==> src/design/slins_pkg.sv <==
`timescale 1ns / 1ps
// ----------------------------------------------------------------------------
// slins_pkg
// Shared widths, result status codes and the cell control word of the
// sorted list insert unit.
// ----------------------------------------------------------------------------
package slins_pkg;

    localparam int KEY_W         = 32;
    localparam int STATUS_W      = 2;
    localparam int DEPTH_DEFAULT = 16;

    localparam logic [STATUS_W-1:0] ST_INSERTED = 2'd0;
    localparam logic [STATUS_W-1:0] ST_DROPPED  = 2'd1;
    localparam logic [STATUS_W-1:0] ST_ENTRY    = 2'd2;
    localparam logic [STATUS_W-1:0] ST_EMPTY    = 2'd3;

    // Control broadcast to every cell of the chain.
    typedef struct packed {
        logic insert;   // place the new key, shifting keys not smaller up
        logic rotate;   // every cell takes its upper neighbor's contents
    } cell_ctrl_t;

endpackage

==> src/design/slins_cell.sv <==
`timescale 1ns / 1ps
// ----------------------------------------------------------------------------
// slins_cell
// One slot of the sorted chain: holds a key and its valid bit, compares
// against the broadcast key and takes either the new key, its lower
// neighbor's key or its upper neighbor's key.
// ----------------------------------------------------------------------------
module slins_cell
    import slins_pkg::*;
(
    input  logic                    aclk,
    input  logic                    aresetn,
    input  cell_ctrl_t              ctrl,
    input  logic signed [KEY_W-1:0] new_key,
    input  logic signed [KEY_W-1:0] lower_key,
    input  logic                    lower_valid,
    input  logic                    lower_ins,
    input  logic signed [KEY_W-1:0] upper_key,
    input  logic                    upper_valid,
    output logic signed [KEY_W-1:0] key,
    output logic                    valid,
    output logic                    ins
);

    logic signed [KEY_W-1:0] key_reg, key_next;
    logic                    valid_reg, valid_next;

    // The new key belongs here or below when this slot is empty or holds a
    // key that is not smaller.
    assign ins = !valid_reg || !(key_reg < new_key);

    always_comb begin
        key_next   = key_reg;
        valid_next = valid_reg;
        if (ctrl.rotate) begin
            key_next   = upper_key;
            valid_next = upper_valid;
        end else if (ctrl.insert && ins) begin
            key_next   = lower_ins ? lower_key : new_key;
            valid_next = valid_reg | lower_valid;
        end
    end

    always_ff @(posedge aclk) begin
        key_reg <= key_next;
        if (!aresetn) begin
            valid_reg <= 1'b0;
        end else begin
            valid_reg <= valid_next;
        end
    end

    assign key   = key_reg;
    assign valid = valid_reg;

endmodule

==> src/design/sorted_list_insert_unit.sv <==
`timescale 1ns / 1ps
// ----------------------------------------------------------------------------
// sorted_list_insert_unit
// Ordered store of up to DEPTH signed keys built as a chain of insertion
// cells.
// ----------------------------------------------------------------------------
// Input words arrive on s_axis: s_tuser is the operation (0 insert, 1 dump),
// s_tdata the signed key. Results leave on m_axis: m_tdata is the key on a
// list entry (zero otherwise), m_tuser the status (0 inserted, 1 dropped
// because full, 2 list entry, 3 list empty), m_tlast marks the final word
// of the results for one input word.
// An insert compares the key in every cell at once and shifts the keys not
// smaller up one cell, so one insert is taken each cycle while idle and the
// output is free; its result word is registered and shows the next cycle.
// A dump rotates the whole chain through cell 0, one cell per cycle
// unless paused, and no input word is accepted until the rotation ends;
// the stored keys leave smallest first, one word per rotation step. A dump
// of an empty store gives one list-empty word in the cycle after acceptance.
// While a word waits on a low m_tready the output register holds it,
// input is not accepted and a running dump pauses on steps that emit a word.
// Reset (aresetn low at a clock edge) empties the store and the output.
// ----------------------------------------------------------------------------
module sorted_list_insert_unit
    import slins_pkg::*;
#(
    parameter int DEPTH = DEPTH_DEFAULT
) (
    input  logic                aclk,
    input  logic                aresetn,
    input  logic                s_tvalid,
    output logic                s_tready,
    input  logic [KEY_W-1:0]    s_tdata,    // [31:0] key
    input  logic                s_tuser,    // [0] operation
    output logic                m_tvalid,
    input  logic                m_tready,
    output logic [KEY_W-1:0]    m_tdata,    // [31:0] key_out
    output logic [STATUS_W-1:0] m_tuser,    // [1:0] status
    output logic                m_tlast
);

    localparam int CW = $clog2(DEPTH + 1);
    localparam int RW = $clog2(DEPTH);
    localparam logic ST_IDLE = 1'b0;
    localparam logic ST_DUMP = 1'b1;

    logic                state_reg, state_next;
    logic [RW-1:0]       rot_reg, rot_next;
    logic [CW-1:0]       count_reg, count_next;
    logic                m_tvalid_reg, m_tvalid_next;
    logic [KEY_W-1:0]    m_tdata_reg, m_tdata_next;
    logic [STATUS_W-1:0] m_tuser_reg, m_tuser_next;
    logic                m_tlast_reg, m_tlast_next;

    logic signed [KEY_W-1:0] cell_key   [DEPTH];
    logic                    cell_valid [DEPTH];
    logic                    cell_ins   [DEPTH];

    cell_ctrl_t ctrl;
    logic       out_free, accept, full, dump_op, do_insert, start_dump;
    logic       rot_in_list, emit_dump, step;

    assign out_free    = !m_tvalid_reg || m_tready;
    assign s_tready    = (state_reg == ST_IDLE) && out_free;
    assign accept      = s_tvalid && s_tready;
    assign full        = (count_reg == CW'(DEPTH));
    assign dump_op     = s_tuser;
    assign do_insert   = accept && !dump_op && !full;
    assign start_dump  = accept && dump_op && (count_reg != '0);
    assign rot_in_list = (CW'(rot_reg) < count_reg);
    assign emit_dump   = (state_reg == ST_DUMP) && rot_in_list && out_free;
    // Steps past the stored keys only restore the order and never wait.
    assign step        = (state_reg == ST_DUMP) && (out_free || !rot_in_list);

    assign ctrl.insert = do_insert;
    assign ctrl.rotate = step;

    for (genvar i = 0; i < DEPTH; i++) begin : g_cell
        logic signed [KEY_W-1:0] lower_key;
        logic                    lower_valid;
        logic                    lower_ins;
        if (i == 0) begin : g_first
            assign lower_key   = '0;
            assign lower_valid = 1'b1;
            assign lower_ins   = 1'b0;
        end else begin : g_rest
            assign lower_key   = cell_key[i-1];
            assign lower_valid = cell_valid[i-1];
            assign lower_ins   = cell_ins[i-1];
        end

        slins_cell u_cell (
            .aclk        (aclk),
            .aresetn     (aresetn),
            .ctrl        (ctrl),
            .new_key     (s_tdata),
            .lower_key   (lower_key),
            .lower_valid (lower_valid),
            .lower_ins   (lower_ins),
            .upper_key   (cell_key[(i + 1) % DEPTH]),
            .upper_valid (cell_valid[(i + 1) % DEPTH]),
            .key         (cell_key[i]),
            .valid       (cell_valid[i]),
            .ins         (cell_ins[i])
        );
    end

    always_comb begin
        state_next = state_reg;
        rot_next   = rot_reg;
        count_next = count_reg;
        if (do_insert) begin
            count_next = count_reg + 1'b1;
        end
        if (start_dump) begin
            state_next = ST_DUMP;
            rot_next   = '0;
        end else if (step) begin
            if (rot_reg == RW'(DEPTH - 1)) begin
                state_next = ST_IDLE;
            end
            rot_next = rot_reg + 1'b1;
        end
    end

    always_comb begin
        m_tvalid_next = m_tvalid_reg;
        m_tdata_next  = m_tdata_reg;
        m_tuser_next  = m_tuser_reg;
        m_tlast_next  = m_tlast_reg;
        if (out_free) begin
            m_tvalid_next = (accept && !start_dump) || emit_dump;
            m_tdata_next  = '0;
            m_tlast_next  = 1'b1;
            if (emit_dump) begin
                m_tdata_next = cell_key[0];
                m_tuser_next = ST_ENTRY;
                m_tlast_next = (CW'(rot_reg) == count_reg - 1'b1);
            end else if (dump_op) begin
                m_tuser_next = ST_EMPTY;
            end else begin
                m_tuser_next = full ? ST_DROPPED : ST_INSERTED;
            end
        end
    end

    always_ff @(posedge aclk) begin
        rot_reg     <= rot_next;
        m_tdata_reg <= m_tdata_next;
        m_tuser_reg <= m_tuser_next;
        m_tlast_reg <= m_tlast_next;
        if (!aresetn) begin
            state_reg    <= ST_IDLE;
            count_reg    <= '0;
            m_tvalid_reg <= 1'b0;
        end else begin
            state_reg    <= state_next;
            count_reg    <= count_next;
            m_tvalid_reg <= m_tvalid_next;
        end
    end

    assign m_tvalid = m_tvalid_reg;
    assign m_tdata  = m_tdata_reg;
    assign m_tuser  = m_tuser_reg;
    assign m_tlast  = m_tlast_reg;

endmodule

==> config.mk <==
export PLATFORM = sky130hd
export DESIGN_NAME = sorted_list_insert_unit
export DESIGN_NICKNAME = d
export VERILOG_FILES = /design/src/design/slins_pkg.sv /design/src/design/slins_cell.sv /design/src/design/sorted_list_insert_unit.sv
export SDC_FILE = /design/constraint.sdc
export NUM_CORES = 2
export LEC_CHECK = 0
export BUFFER_PORTS_ARGS = -buffer_cell sky130_fd_sc_hd__buf_2
export CORE_ASPECT_RATIO = 1.4
export CORE_MARGIN = 10
export CORE_UTILIZATION = 69
export DETAILED_ROUTE_END_ITERATION = 6
export HOLD_SLACK_MARGIN = 0.02
export PLACE_DENSITY = 0.86
export SETUP_SLACK_MARGIN = 0.1
export SLEW_MARGIN = 25
export SYNTH_ARGS = -nofsm -noshare
export SYNTH_HDL_FRONTEND = slang
export SYNTH_SLANG_ARGS = --single-unit
==> constraint.sdc <==
create_clock -name aclk -period 15.6 [get_ports aclk]
set_input_delay 1.56 -clock aclk [delete_from_list [all_inputs] [get_ports aclk]]
set_output_delay 1.56 -clock aclk [all_outputs]
set_load 0.05 [all_outputs]
After elaboration in Yosys (flattened, before gate mapping)
Index checks and enable logic that the tools add are counted.
{"block": "word_totals", "latchBits": 0, "ram_bits": 0, "word_cells": 266, "romBits": 0, "memories": 0, "regBits": 574, "input_bits": 37}
{"block": "op_classes", "mul": 0, "n_reduce_logical": 103, "n_mux": 84, "n_addsub": 3, "order_cmp": 17, "div_mod_pow": 0, "eq_ne": 3, "shift": 0, "bitwise": 16}
{"cell": "$mux W32", "count": 47}
{"cell": "$lt A32 B32 Y1", "count": 16}
{"cell": "$logic_not A1 Y1", "count": 37}
{"cell": "$mux W1", "count": 37}
{"cell": "$reduce_bool A2 Y1", "count": 18}
{"cell": "$logic_and A1 B1 Y1", "count": 26}
{"cell": "$logic_or A1 B1 Y1", "count": 19}
{"cell": "$or A1 B1 Y1", "count": 15}
{"cell": "$add A5 B1 Y5 const B", "count": 1}
{"cell": "$eq A4 B5 Y1", "count": 1}
{"cell": "$eq A5 B5 Y1 const B", "count": 1}
{"cell": "$lt A4 B5 Y1", "count": 1}
{"cell": "$reduce_bool A5 Y1", "count": 1}
{"cell": "$sub A5 B1 Y5 const B", "count": 1}
{"cell": "$add A4 B1 Y4 const B", "count": 1}
{"cell": "$eq A4 B4 Y1 const B", "count": 1}
{"cell": "$reduce_and A2 Y1", "count": 1}
{"cell": "$reduce_or A2 Y1", "count": 1}
{"cell": "$not A1 Y1", "count": 1}

Depth between registers and ports, before layout
{"block": "logic_depth", "depth_word": 9, "mapped_depth": 15, "mapped_depth_nobuf": 12}

Hierarchy
A second synthesis with hierarchy kept.
{"block": "hier_totals", "cells_unflattened": 4348, "area_unflattened_um2": 41767.6}
{"mod": "slins_cell", "cells_per_inst": 261, "n_inst": 16, "area_per_inst_um2": 2474.9}
{"mod": "sorted_list_insert_unit", "cells_per_inst": 172, "n_inst": 1, "area_per_inst_um2": 2169.6}

Least setup slack after synthesis
OpenSTA, ideal clock, no wires.
{"block": "synth_timing", "kind": "input to register", "start": "input s_tdata[31]", "end": "register g_cell[14].u_cell.key_reg[0] (enable)", "cell_stages": 12, "required_ns": 15.134, "path_buffers": 3, "arrival_ns": 6.132, "slack_ns": 9.002, "setup_ns": 0.466, "cell_sequence": "clkinv_1 ha_1 buf_2 and4_1 a221o_1 clkbuf_1 inv_1 o21ai_2 mux2i_1 and2_1 buf_4 o21ai_0"}
{"block": "synth_between", "elab_chain_len": 5}
{"item": "start, declared", "line": "sorted_list_insert_unit.sv:32", "source": "input logic [KEY_W-1:0] s_tdata,"}
{"item": "$lt A32 B32 Y1", "line": "slins_cell.sv:30", "source": "assign ins = !valid_reg || !(key_reg < new_key);"}
{"item": "$logic_not A1 Y1", "line": "slins_cell.sv:30"}
{"item": "$logic_or A1 B1 Y1", "line": "slins_cell.sv:30"}
{"item": "$logic_and A1 B1 Y1", "line": "slins_cell.sv:38", "source": "end else if (ctrl.insert && ins) begin"}
{"item": "$reduce_bool A2 Y1 (no line)"}
{"item": "end signal, assigned", "line": "slins_cell.sv:45", "source": "key_reg <= key_next;"}
{"item": "end, declared", "line": "slins_cell.sv:25", "source": "logic signed [KEY_W-1:0] key_reg, key_next;"}
Every way passes these cells.
A chain may end at the register's enable or synchronous reset.

Worst setup path in the final report
{"block": "layout_timing", "start": "input s_tdata[2]", "end": "register g_cell[1].u_cell.key_reg[22] (data pin)"}
{"block": "layout_between", "elab_chain_len": 6}
{"item": "$lt A32 B32 Y1", "line": "slins_cell.sv:30"}
{"item": "$logic_not A1 Y1", "line": "slins_cell.sv:30"}
{"item": "$logic_or A1 B1 Y1", "line": "slins_cell.sv:30"}
{"item": "$mux W32", "line": "slins_cell.sv:39", "source": "key_next = lower_ins ? lower_key : new_key;"}
{"item": "$mux W32", "line": "slins_cell.sv:38"}
{"item": "$mux W32", "line": "slins_cell.sv:35", "source": "if (ctrl.rotate) begin"}
{"item": "named net g_cell[1].u_cell.key_next[22]", "line": "slins_cell.sv:25"}
{"item": "end signal, assigned", "line": "slins_cell.sv:45"}
{"item": "end, declared", "line": "slins_cell.sv:25"}
The timed path passes the listed nets, and every way through them passes these cells. The select of a mux whose other input is x is not followed.

==> results.cfg <==
[sta]
fin_setup_tns_ns = 0
setup_viol = 0
period_needed_ns = 5.77
finalCritPeriodShare = 0.370
worstMarginPinSlew_ns = 1.12
slew-limit-headroom = 0.257
drv_slew = 0
max_freq_mhz = 173
rsz0062_at_grt = false
finalHoldViolCount = 0
skew_ns = 0.0179
setup_slack_ns = 9.83

[cts]
clockRootBuffer = clkbuf_16
clock_latency_ns = 0.63
h-tree-depth = 2
cts-resized-gates = 0
cts_hold_buf = 0
clock_path_buffers = 3
numCtsBuffers = 55
clk_pin_slew_ns = 0.06
cts_sinks = 574
cts_tree = built
postCtsSetupBuffers = 0

[drt]
wl_um = 124000
avgRoutedWirePerCell_um = 26.0
vias = 33640
vias_per_cell = 7.07
drtIter0Drc = 5056
first_pass_iters = 7
antenna_left = 0
drc = 1

[run_status]
violations = DRC
status = finished, violations left

[yosys]
synth_top_area_frac = 0.412
synth_fp_nets = 4550
synthTopCellsByCount = 547 x edfxtp_1, 541 x nand2_1, 503 x ha_1
ys_seq_area_frac = 0.425
syn_avg_cell_area_um2 = 9.95
synthTopCellsByArea = edfxtp_1 41%, ha_1 16%, mux2i_1 9.9%
syn_area_um2 = 39900
ys_async_sr_fraction = 0
yosysTopAreaCell = edfxtp_1
synth_most_common_cell = edfxtp_1
synth_top_flop_cell = edfxtp_1
synth_cells = 4010
yosys_register_bits = 574
ys.warnings.count = 0
ys_types = 65
synth_edf_count = 547

[placed_design]
place.gp.congestion = 0.983
dp_hpwl_um = 85700
pre_cts_slack_ns = 9.46
placed_cell_area_um2 = 40700
port_buffers = 73

[grt]
grt_first_pass_wirelength_um = 187000
grt_max_degree = 290
grt_overflow_total = 0
antenna_found_initial = 9
grt_usage = 0.348
grt_pass1_vias = 32482

[power_and_ir_drop]
p_total_uw = 4500
p_seq_frac = 0.465
p_clk_frac = 0.302
power_frac_comb = 0.233
sw_frac_of_total = 0.325
p_switching_uw = 1460
power_density_nw_per_um2 = 106
ir_drop_uv = 98.6
power.leakage_uw = 0.0178
internal-power_uw = 3040

[floorplanning]
placementRows = 104
die_w_um = 223
core_area_um2 = 57400
dieArea_um2 = 67900
die_h_um = 304
initial_core_util = 0.695
pin_count = 74

[setup_path]
crit_buf_inv = 3
reg2reg_slack_ns = 10.09
r2r_start = count_reg[1]
critical_path.max_stage_delay_ns = 0.64
critPathMostFrequentCell = nor2_1
r2r-end = g_cell[5].u_cell.key[7]
cp.arrival_ns = 6.13
crit_slowest_cell = nand2_2
worstPathCellList = buf_2 -> inv_1 -> ha_1 -> o21a_1 -> nor2_1 -> a21oi_1 -> a211oi_1 -> o311ai_1 -> a31oi_1 -> o311ai_4 -> buf_4 -> nand2_2 -> nor2_1 -> nor3_1
critPathMaxFanout = 34
crit_family = compound AO/OA/AOI/OAI gates
rr_worst_depth = 13
path_class = input port to register
end_kind = register
worst_ep_required_time_ns = 15.96
cp-start-kind = input port

[final_layout]
drive_gt1_frac = 0.0628
design_area_um2 = 42500
areaGrowthSynthToFinish_pct = 6.49
fin_util = 0.740
nNetsFinal = 4510
largest_reg_flops = 512

[worst_hold_path]
hp-class = register to register
hold_start = g_cell[15].u_cell.valid
whs_endpoint = g_cell[14].u_cell.valid
hold_depth = 2

[flow_run]
drv_cap = 0
power groups by stage:
| stage | registers, uW | clock network [uW] | logic, uW |
|---|---|---|---|
| global route | 2100 | 1400 | 1140 |
| floorplan | 2070 | 0 | 696 |
| finish | 2090 | 1360 | 1050 |
| detailed placement | 2110 | 0 | 1000 |
| global placement | 2110 | 0 | 958 |
| CTS | 2080 | 1350 | 1010 |
cells in the final DEF, fill, tap and decap left out, types with 8 or more instances in the layout:
cell type	instances
a211oi_1	34
a21o_1	87
a21oi_1	357
a221oi_1	19
a31oi_1	12
and2_1	34
and4_1	14
buf_2	73
buf_4	59
clkbuf_1	11
clkbuf_16	55
clkinv_1	12
clkinv_2	8
dfxtp_1	26
edfxtp_1	547
ha_1	503
inv_1	48
mux2_2	10
mux2i_1	396
nand2_1	535
nand2_2	8
nand2b_1	9
nand3_1	45
nand4_1	77
nor2_1	305
nor2b_1	8
nor3_1	93
o21a_1	19
o21ai_0	350
o21ai_1	86
o22a_1	25
o22ai_1	29
o311ai_1	10
cells by family (layout without fill, tap and decap cells):
logic type | after synthesis | in the layout | synth area share
and+or+nand+nor | 1160 | 1160 | 0.126
AOI/OAI and AO/OA | 1073 | 1073 | 0.154
DFF | 574 | 574 | 0.425
adders and majority gates | 503 | 503 | 0.158
muxes | 406 | 406 | 0.102
buffers and inverters | 282 | 283 | 0.0321
xor gates and xnor gates | 12 | 12 | 0.00264
other | 0 | 7 | 0
final cells by class:
cell class	instances	area, um2
clock buffers	69	1460
clock inverters	29	272
inverters	50	190
repair buffers	135	867
multi-input cells	3154	21800
fillers	3908	14900
well taps	742	928
flip-flops and latches	574	17000
diodes	7	17.5
worst min-delay path, stage by stage (launching register included):
cell	delay, ns
dfxtp_1	0.33
nand2_1	0.06
a31oi_1	0.07
routing by layer:
layer / wire [um] / global-route usage
met4: 8280 / 0.209
met3: 15800 / 0.0690
met2: 55500 / 0.540
met1: 44300 / 0.443
met5: 0 / 0
stage by stage:
| stage | instances | hold WS (ns) |
|---|---|---|
| 2_1_floorplan | 4010 | 0.468 |
| 3_3_place_gp | 4654 | 0.486 |
| 3_5_place_dp | 4654 | 0.488 |
| 4_1_cts | 4752 | 0.501 |
| 5_1_grt | 4760 | 0.534 |
| 6_report | 4760 | 0.508 |
worst max path at each step:
stage	slack (ns)	end	cells after the start	start
2_1_floorplan	9.00	g_cell[14].u_cell.key[0]	12	s_tdata[31]
3_3_place_gp	9.43	g_cell[2].u_cell.key[0]	14	s_tdata[2]
3_5_place_dp	9.46	g_cell[14].u_cell.key[0]	13	s_tdata[8]
4_1_cts	10.11	g_cell[14].u_cell.key[31]	13	s_tdata[8]
5_1_grt	9.71	g_cell[4].u_cell.key[13]	15	s_tdata[17]
6_report	9.83	g_cell[1].u_cell.key[22]	14	s_tdata[2]
Power figures use the tool's default switching activity.
